File: config.mk
export PLATFORM = sky130hd
export DESIGN_NAME = quoted_token_stream_decoder_unit
export DESIGN_NICKNAME = d
export VERILOG_FILES = /design/src/hw/rtl/qtsd_pkg.sv /design/src/hw/rtl/quoted_token_stream_decoder_unit.sv /design/src/hw/rtl/qtsd_step.sv
export SDC_FILE = /design/constraint.sdc
export NUM_CORES = 1
export LEC_CHECK = 0
export BUFFER_PORTS_ARGS = -buffer_cell sky130_fd_sc_hd__buf_4
export CAP_MARGIN = 30
export CORE_ASPECT_RATIO = 0.5
export CORE_MARGIN = 3
export CORE_UTILIZATION = 45
export DETAILED_ROUTE_END_ITERATION = 10
export GPL_TIMING_DRIVEN = 0
export MAX_ROUTING_LAYER = met4
export PLACE_DENSITY_LB_ADDON = 0.3
export SYNTH_ARGS = -nofsm -noshare
export SYNTH_HDL_FRONTEND = slang
export SYNTH_HIERARCHICAL = 1
export SYNTH_SLANG_ARGS = --single-unit
export TNS_END_PERCENT = 5
File: constraint.sdc
create_clock -name clk -period 1.6 [get_ports clk]
set_input_delay 0.16 -clock clk [delete_from_list [all_inputs] [get_ports clk]]
set_output_delay 0.16 -clock clk [all_outputs]
set_load 0.005 [all_outputs]
File: src/hw/rtl/qtsd_pkg.sv
// Shared types and character codes for the quoted token stream decoder.
package qtsd_pkg;

  typedef enum logic [2:0] {
    PH_START     = 3'd0,
    PH_BODY      = 3'd1,
    PH_ESC       = 3'd2,
    PH_TERM      = 3'd3,
    PH_TERM_LINE = 3'd4
  } phase_t;

  typedef enum logic [1:0] {
    END_OPEN  = 2'd0,
    END_TOKEN = 2'd1,
    END_LINE  = 2'd2
  } end_kind_t;

  localparam logic [7:0] CH_QUOTE  = 8'h22;
  localparam logic [7:0] CH_SEMI   = 8'h3B;
  localparam logic [7:0] CH_BSLASH = 8'h5C;
  localparam logic [7:0] CH_SPACE  = 8'h20;
  localparam logic [7:0] CH_TAB    = 8'h09;
  localparam logic [7:0] CH_NL     = 8'h0A;
  localparam logic [7:0] CH_CR     = 8'h0D;
  localparam logic [7:0] CH_LOW_T  = 8'h74;
  localparam logic [7:0] CH_LOW_N  = 8'h6E;
  localparam logic [7:0] CH_LOW_R  = 8'h72;

  localparam int unsigned OUT_BITS  = 12;
  localparam int unsigned OUT_BYTES = (OUT_BITS + 7) / 8;

  typedef struct packed {
    end_kind_t  end_kind;
    logic [7:0] out_byte;
    logic       emit;
    logic       consumed;
  } result_t;

endpackage

File: src/hw/rtl/quoted_token_stream_decoder_unit.sv
// Top level of the quoted token stream decoder: input register, state and result register.
//
//   channel  dir  tdata                  tuser
//   s_       in   in_byte[7:0]           action
//   m_       out  consumed, emit,        -
//                 out_byte, end_kind
//
// One byte per cycle is sustained while m_tready stays high; a beat taken into the input
// register moves on to the result register when the decoder state advances.
// The decoder state advances when an item moves from the input register to the
// result register; rst returns it to the whitespace-skipping start phase.
// A stall on m_tready holds the result and, with the input register full, s_tready.
module quoted_token_stream_decoder_unit (
  input  logic                                clk,
  input  logic                                rst,
  input  logic                                s_tvalid,
  output logic                                s_tready,
  input  logic [7:0]                          s_tdata,  // in_byte[7:0]
  input  logic                                s_tuser,  // action
  output logic                                m_tvalid,
  input  logic                                m_tready,
  // consumed[0], emit[1], out_byte[9:2], end_kind[11:10], zero[15:12]
  output logic [8*qtsd_pkg::OUT_BYTES-1:0]    m_tdata
);

  logic              in_valid;
  logic              in_action;
  logic [7:0]        in_data;
  logic              advance;
  qtsd_pkg::phase_t  phase;
  qtsd_pkg::phase_t  phase_next;
  logic              in_quotes;
  logic              in_quotes_next;
  qtsd_pkg::result_t step_result;
  qtsd_pkg::result_t result;

  assign advance  = in_valid && (!m_tvalid || m_tready);
  assign s_tready = !in_valid || advance;

  qtsd_step u_step (
    .phase          (phase),
    .in_quotes      (in_quotes),
    .action         (in_action),
    .in_byte        (in_data),
    .phase_next     (phase_next),
    .in_quotes_next (in_quotes_next),
    .result         (step_result)
  );

  always_ff @(posedge clk) begin
    if (rst) begin
      in_valid  <= 1'b0;
      m_tvalid  <= 1'b0;
      phase     <= qtsd_pkg::PH_START;
      in_quotes <= 1'b0;
    end else begin
      if (s_tready) begin
        in_valid <= s_tvalid;
      end
      if (advance) begin
        m_tvalid  <= 1'b1;
        phase     <= phase_next;
        in_quotes <= in_quotes_next;
      end else if (m_tready) begin
        m_tvalid <= 1'b0;
      end
    end
  end

  always_ff @(posedge clk) begin
    if (s_tvalid && s_tready) begin
      in_action <= s_tuser;
      in_data   <= s_tdata;
    end
    if (advance) begin
      result <= step_result;
    end
  end

  assign m_tdata = {{(8*qtsd_pkg::OUT_BYTES-qtsd_pkg::OUT_BITS){1'b0}}, result};

endmodule

File: src/hw/rtl/qtsd_step.sv
// Per-byte decode step: next decoder state and the result for one item.
module qtsd_step (
  input  qtsd_pkg::phase_t  phase,
  input  logic              in_quotes,
  input  logic              action,
  input  logic [7:0]        in_byte,
  output qtsd_pkg::phase_t  phase_next,
  output logic              in_quotes_next,
  output qtsd_pkg::result_t result
);

  logic             ws;
  logic             first;
  qtsd_pkg::phase_t eff;
  logic [7:0]       esc_byte;

  assign ws = (in_byte == qtsd_pkg::CH_SPACE) ||
              ((in_byte >= qtsd_pkg::CH_TAB) && (in_byte <= qtsd_pkg::CH_CR));

  always_comb begin
    unique case (in_byte)
      qtsd_pkg::CH_LOW_T: esc_byte = qtsd_pkg::CH_TAB;
      qtsd_pkg::CH_LOW_N: esc_byte = qtsd_pkg::CH_NL;
      qtsd_pkg::CH_LOW_R: esc_byte = qtsd_pkg::CH_CR;
      default:            esc_byte = in_byte;
    endcase
  end

  always_comb begin
    phase_next      = phase;
    in_quotes_next  = in_quotes;
    result.consumed = 1'b1;
    result.emit     = 1'b0;
    result.out_byte = 8'h00;
    first           = 1'b0;
    eff             = phase;

    // A non-whitespace byte in the start phase is handled as the first body byte.
    if (phase == qtsd_pkg::PH_START) begin
      if (!ws) begin
        eff   = qtsd_pkg::PH_BODY;
        first = 1'b1;
      end
      phase_next = eff;
    end

    if (action) begin
      phase_next      = qtsd_pkg::PH_START;
      in_quotes_next  = 1'b0;
      result.consumed = 1'b0;
    end else begin
      unique case (eff)
        qtsd_pkg::PH_START: begin
          // Leading whitespace is eaten silently.
        end
        qtsd_pkg::PH_BODY: begin
          priority if (in_quotes && in_byte == qtsd_pkg::CH_BSLASH) begin
            phase_next = qtsd_pkg::PH_ESC;
          end else if (!in_quotes && ws) begin
            phase_next = qtsd_pkg::PH_TERM;
          end else if (in_byte == qtsd_pkg::CH_QUOTE) begin
            if (first) begin
              in_quotes_next = 1'b1;
            end else begin
              phase_next = qtsd_pkg::PH_TERM;
            end
          end else if (in_byte == qtsd_pkg::CH_SEMI) begin
            phase_next = qtsd_pkg::PH_TERM_LINE;
          end else begin
            result.emit     = 1'b1;
            result.out_byte = in_byte;
          end
        end
        qtsd_pkg::PH_ESC: begin
          result.emit     = 1'b1;
          result.out_byte = esc_byte;
          phase_next      = qtsd_pkg::PH_BODY;
        end
        default: begin
          result.consumed = 1'b0;
        end
      endcase
    end

    unique case (phase_next)
      qtsd_pkg::PH_START, qtsd_pkg::PH_BODY, qtsd_pkg::PH_ESC:
        result.end_kind = qtsd_pkg::END_OPEN;
      qtsd_pkg::PH_TERM_LINE:
        result.end_kind = qtsd_pkg::END_LINE;
      default:
        result.end_kind = qtsd_pkg::END_TOKEN;
    endcase
  end

endmodule
==> flow_metrics.env <==
export IMPL_clk_latency_ns=0.27
export IMPL_final_cells=222
export IMPL_syn2layout_area_growth_pct=28.0
export IMPL_hold_buffers=0
export IMPL_critPathCaptureType="flop"
export IMPL_seqPwrFrac_pct=58.7
export IMPL_busiest_layer="met2"
export IMPL_route_antenna_remaining_nets=0
export IMPL_routedWlPerCell_um=15.2
export IMPL_power_share_clock_pct=27.5
export IMPL_fin_worst_skew_ns=0.00155
export IMPL_p_comb_share_pct=13.8
export IMPL_swShare_pct=23.2
export IMPL_p_int_mw=1.08
export IMPL_synth_cells=137
export IMPL_overflow=0
export IMPL_ctsRootBufferMaster="clkbuf_8"
export IMPL_drt_iter0_markers=73
export IMPL_critPathMaxFanout=4
export IMPL_rows=14
export IMPL_vias_per_cell=5.66
export IMPL_clock_path_buffers=2
export IMPL_finalCriticalPeriod_ns=1.92
export IMPL_post_route_period_util_pct=120
export IMPL_antenna_found_initial=0
export IMPL_synthArstFlopShare_pct=0
export IMPL_gp_congestion=0.855
export IMPL_syn_area_sq_mm=0.00156
export IMPL_die_h_um=47.6
export IMPL_critPathRequiredTime_ns=1.63
export IMPL_core_sq_mm=0.00315
export IMPL_arrival_ns=1.94
export IMPL_rsz0062_at_grt="true"
export IMPL_p_sw_uw=325
export IMPL_dr_total_vias=1256
export IMPL_grt_max_degree=17
export IMPL_start_util_pct=49.3
export IMPL_rrSetupSlack_ns=-0.32
export IMPL_leakagePower_nw=0.783
export IMPL_grt_met3_usage_pct=4.30
export IMPL_ys_seq_area_share_pct=48.3
export IMPL_synth_avg_cell_area_sq_um=11.4
export IMPL_setup_slack_ns=-0.318
export IMPL_place_area_sq_mm=0.00181
export IMPL_synth_edf_count=21
export IMPL_ys_seq_elements=27
export IMPL_min_path_type="in -> reg"
export IMPL_final_setup_tns_ns=-3.70
export IMPL_vdd_drop_max_uv=378
export IMPL_cts_tree="built"
export IMPL_status="complete, but fails checks"
export IMPL_gr_usage_all_layers_pct=16.1
export IMPL_io_pins=31
export IMPL_hold_viol=0
export IMPL_grtUsageMet2_pct=27.4
export IMPL_total_power_mw=1.40
export IMPL_cts_buffers=3
export IMPL_slew_headroom_pct=63.9
export IMPL_slew_violations=0
export IMPL_num_antenna_cells=0
export IMPL_maxCapViolCount=0
export IMPL_dominantRegCellSynth="edfxtp_1"
export IMPL_ys_types=51
export IMPL_io_buffers=25
export IMPL_power_density_mw_per_mm2=703
export IMPL_place_hpwl_mm=2.28
export IMPL_dieArea_sq_mm=0.00424
export IMPL_crit_type="reg -> reg"
export IMPL_fmax_mhz=521
export IMPL_final_common_cell="buf_4"
export IMPL_wl_mm=3.37
export IMPL_pre_cts_ws_ns=-0.351
export IMPL_post_route_cell_area_sq_mm=0.00199
export IMPL_dp_cells=205
export IMPL_ys_warn_count=6
export IMPL_setup_viol=14
export IMPL_most_common_layout_cells="buf_4 (43), edfxtp_1 (21), nand2b_1 (11)"
export IMPL_die_w_um=89.1
export IMPL_grt_pass1_vias=1091
export IMPL_start_kind="flop"
export IMPL_final_nets=196
export IMPL_drive_gt1_share_pct=41.2
export IMPL_htree_levels=1
export IMPL_drtPass1Iterations=4
export IMPL_violations="setup timing"
export IMPL_grtUsageMet1_pct=20.1
export IMPL_clock_sinks=27
export IMPL_worstMarginPinSlew_ns=0.538
export IMPL_drc=0
export IMPL_grt_pass1_wl_mm=4.91
export IMPL_clk_pin_slew_worst_paths_ns=0.09
==> registers in the layout, summed over array words and instances (netlist names) <==
name       count
in_action      1
in_data        8
in_quotes      1
in_valid       1
m_tdata       12
m_tvalid       1
phase          3
==> critical path: stages (launching register included) <==
cell,delay [ns]
edfxtp_1,0.48
or3b_4,0.42
nor4_4,0.32
nor3_4,0.10
a32oi_2,0.27
nor3b_1,0.08
==> stage by stage <==
stage               hold WS (ns)  util [%]
floorplan                  0.259         -
global placement           0.339      57.5
detailed placement         0.340      57.5
CTS                       0.0550      61.1
global route              0.0446      63.1
finish                    0.0602      63.1
==> path summary, 6_finish.rpt <==
path,endpoint,start,cells after the start
worst max register to register,m_tdata[6]$_DFFE_PP_,in_data[7]$_DFFE_PP_,5
worst min register to register,phase[0]$_SDFFE_PP0P_,phase[0]$_SDFFE_PP0P_,2
worst min-delay path,in_data[7]$_DFFE_PP_,s_tdata[7],1
worst max-delay path,m_tdata[6]$_DFFE_PP_,in_data[7]$_DFFE_PP_,5
==> Yosys cell counts, drive strengths merged, types with 2 or more instances <==
| master | count | area (sq um) |
|---|---|---|
| nor3 | 6 | 45.0 |
| nand2 | 4 | 17.5 |
| nor3b | 8 | 81.3 |
| nor2b | 4 | 37.5 |
| nor2 | 10 | 37.5 |
| nand3 | 9 | 55.1 |
| dfxtp | 6 | 120 |
| a21oi | 4 | 20.0 |
| o21ai | 3 | 15.0 |
| and3 | 3 | 18.8 |
| or3b | 2 | 17.5 |
| or3 | 2 | 12.5 |
| nand2b | 11 | 68.8 |
| a211oi | 3 | 27.5 |
| edfxtp | 21 | 631 |
| clkbuf | 3 | 11.3 |
| nand4b | 2 | 17.5 |
| buf | 7 | 53.8 |
| inv | 3 | 11.3 |
| mux2i | 5 | 50.1 |
| a31oi | 3 | 25.0 |
==> layer usage <==
layer	wire [um]	share of wire, %	up-vias
met5	0	0	-
met4	0	0	0
met3	229	6.8	0
met2	1590	47	53
met1	1560	46	605
li1	-	-	598
==> final cells by class <==
cell class | count | area, sq um
inverter | 3 | 11.3
multi-input combinational | 100 | 783
timing repair buffer | 38 | 285
clock buffer | 4 | 45.0
buffer | 10 | 65.1
sequential | 27 | 751
fill | 269 | 1160
tap | 40 | 50.0
==> power by group through the flow <==
stage | Combinational [mW] | Clock [mW] | Sequential [mW]
6_report | 0.193 | 0.385 | 0.822
5_1_grt | 0.211 | 0.427 | 0.826
4_1_cts | 0.178 | 0.397 | 0.823
3_5_place_dp | 0.164 | 0 | 0.841
3_3_place_gp | 0.160 | 0 | 0.839
2_1_floorplan | 0.100 | 0 | 0.834
==> cell families (layout without fill, tap and decap cells) <==
kind of cell / Yosys count / count (layout) / synth area share [%]
buffers and inverters: 13 / 55 / 4.91
multiplexers: 5 / 5 / 3.22
AND/OR/NAND/NOR: 65 / 65 / 29.4
flip-flops: 27 / 27 / 48.3
other: 1 / 4 / 0.241
AO/OA/AOI/OAI: 26 / 26 / 14.0
==> what timing repair did <==
action | CTS | global route
hold endpoints to repair | 0 | 0
resized for setup | 0 | 9
pin swaps | 7 | 3
setup endpoints to repair | 14 | 23
setup buffers | 9 | 4
No activity file was read; power rests on OpenSTA's default activity.
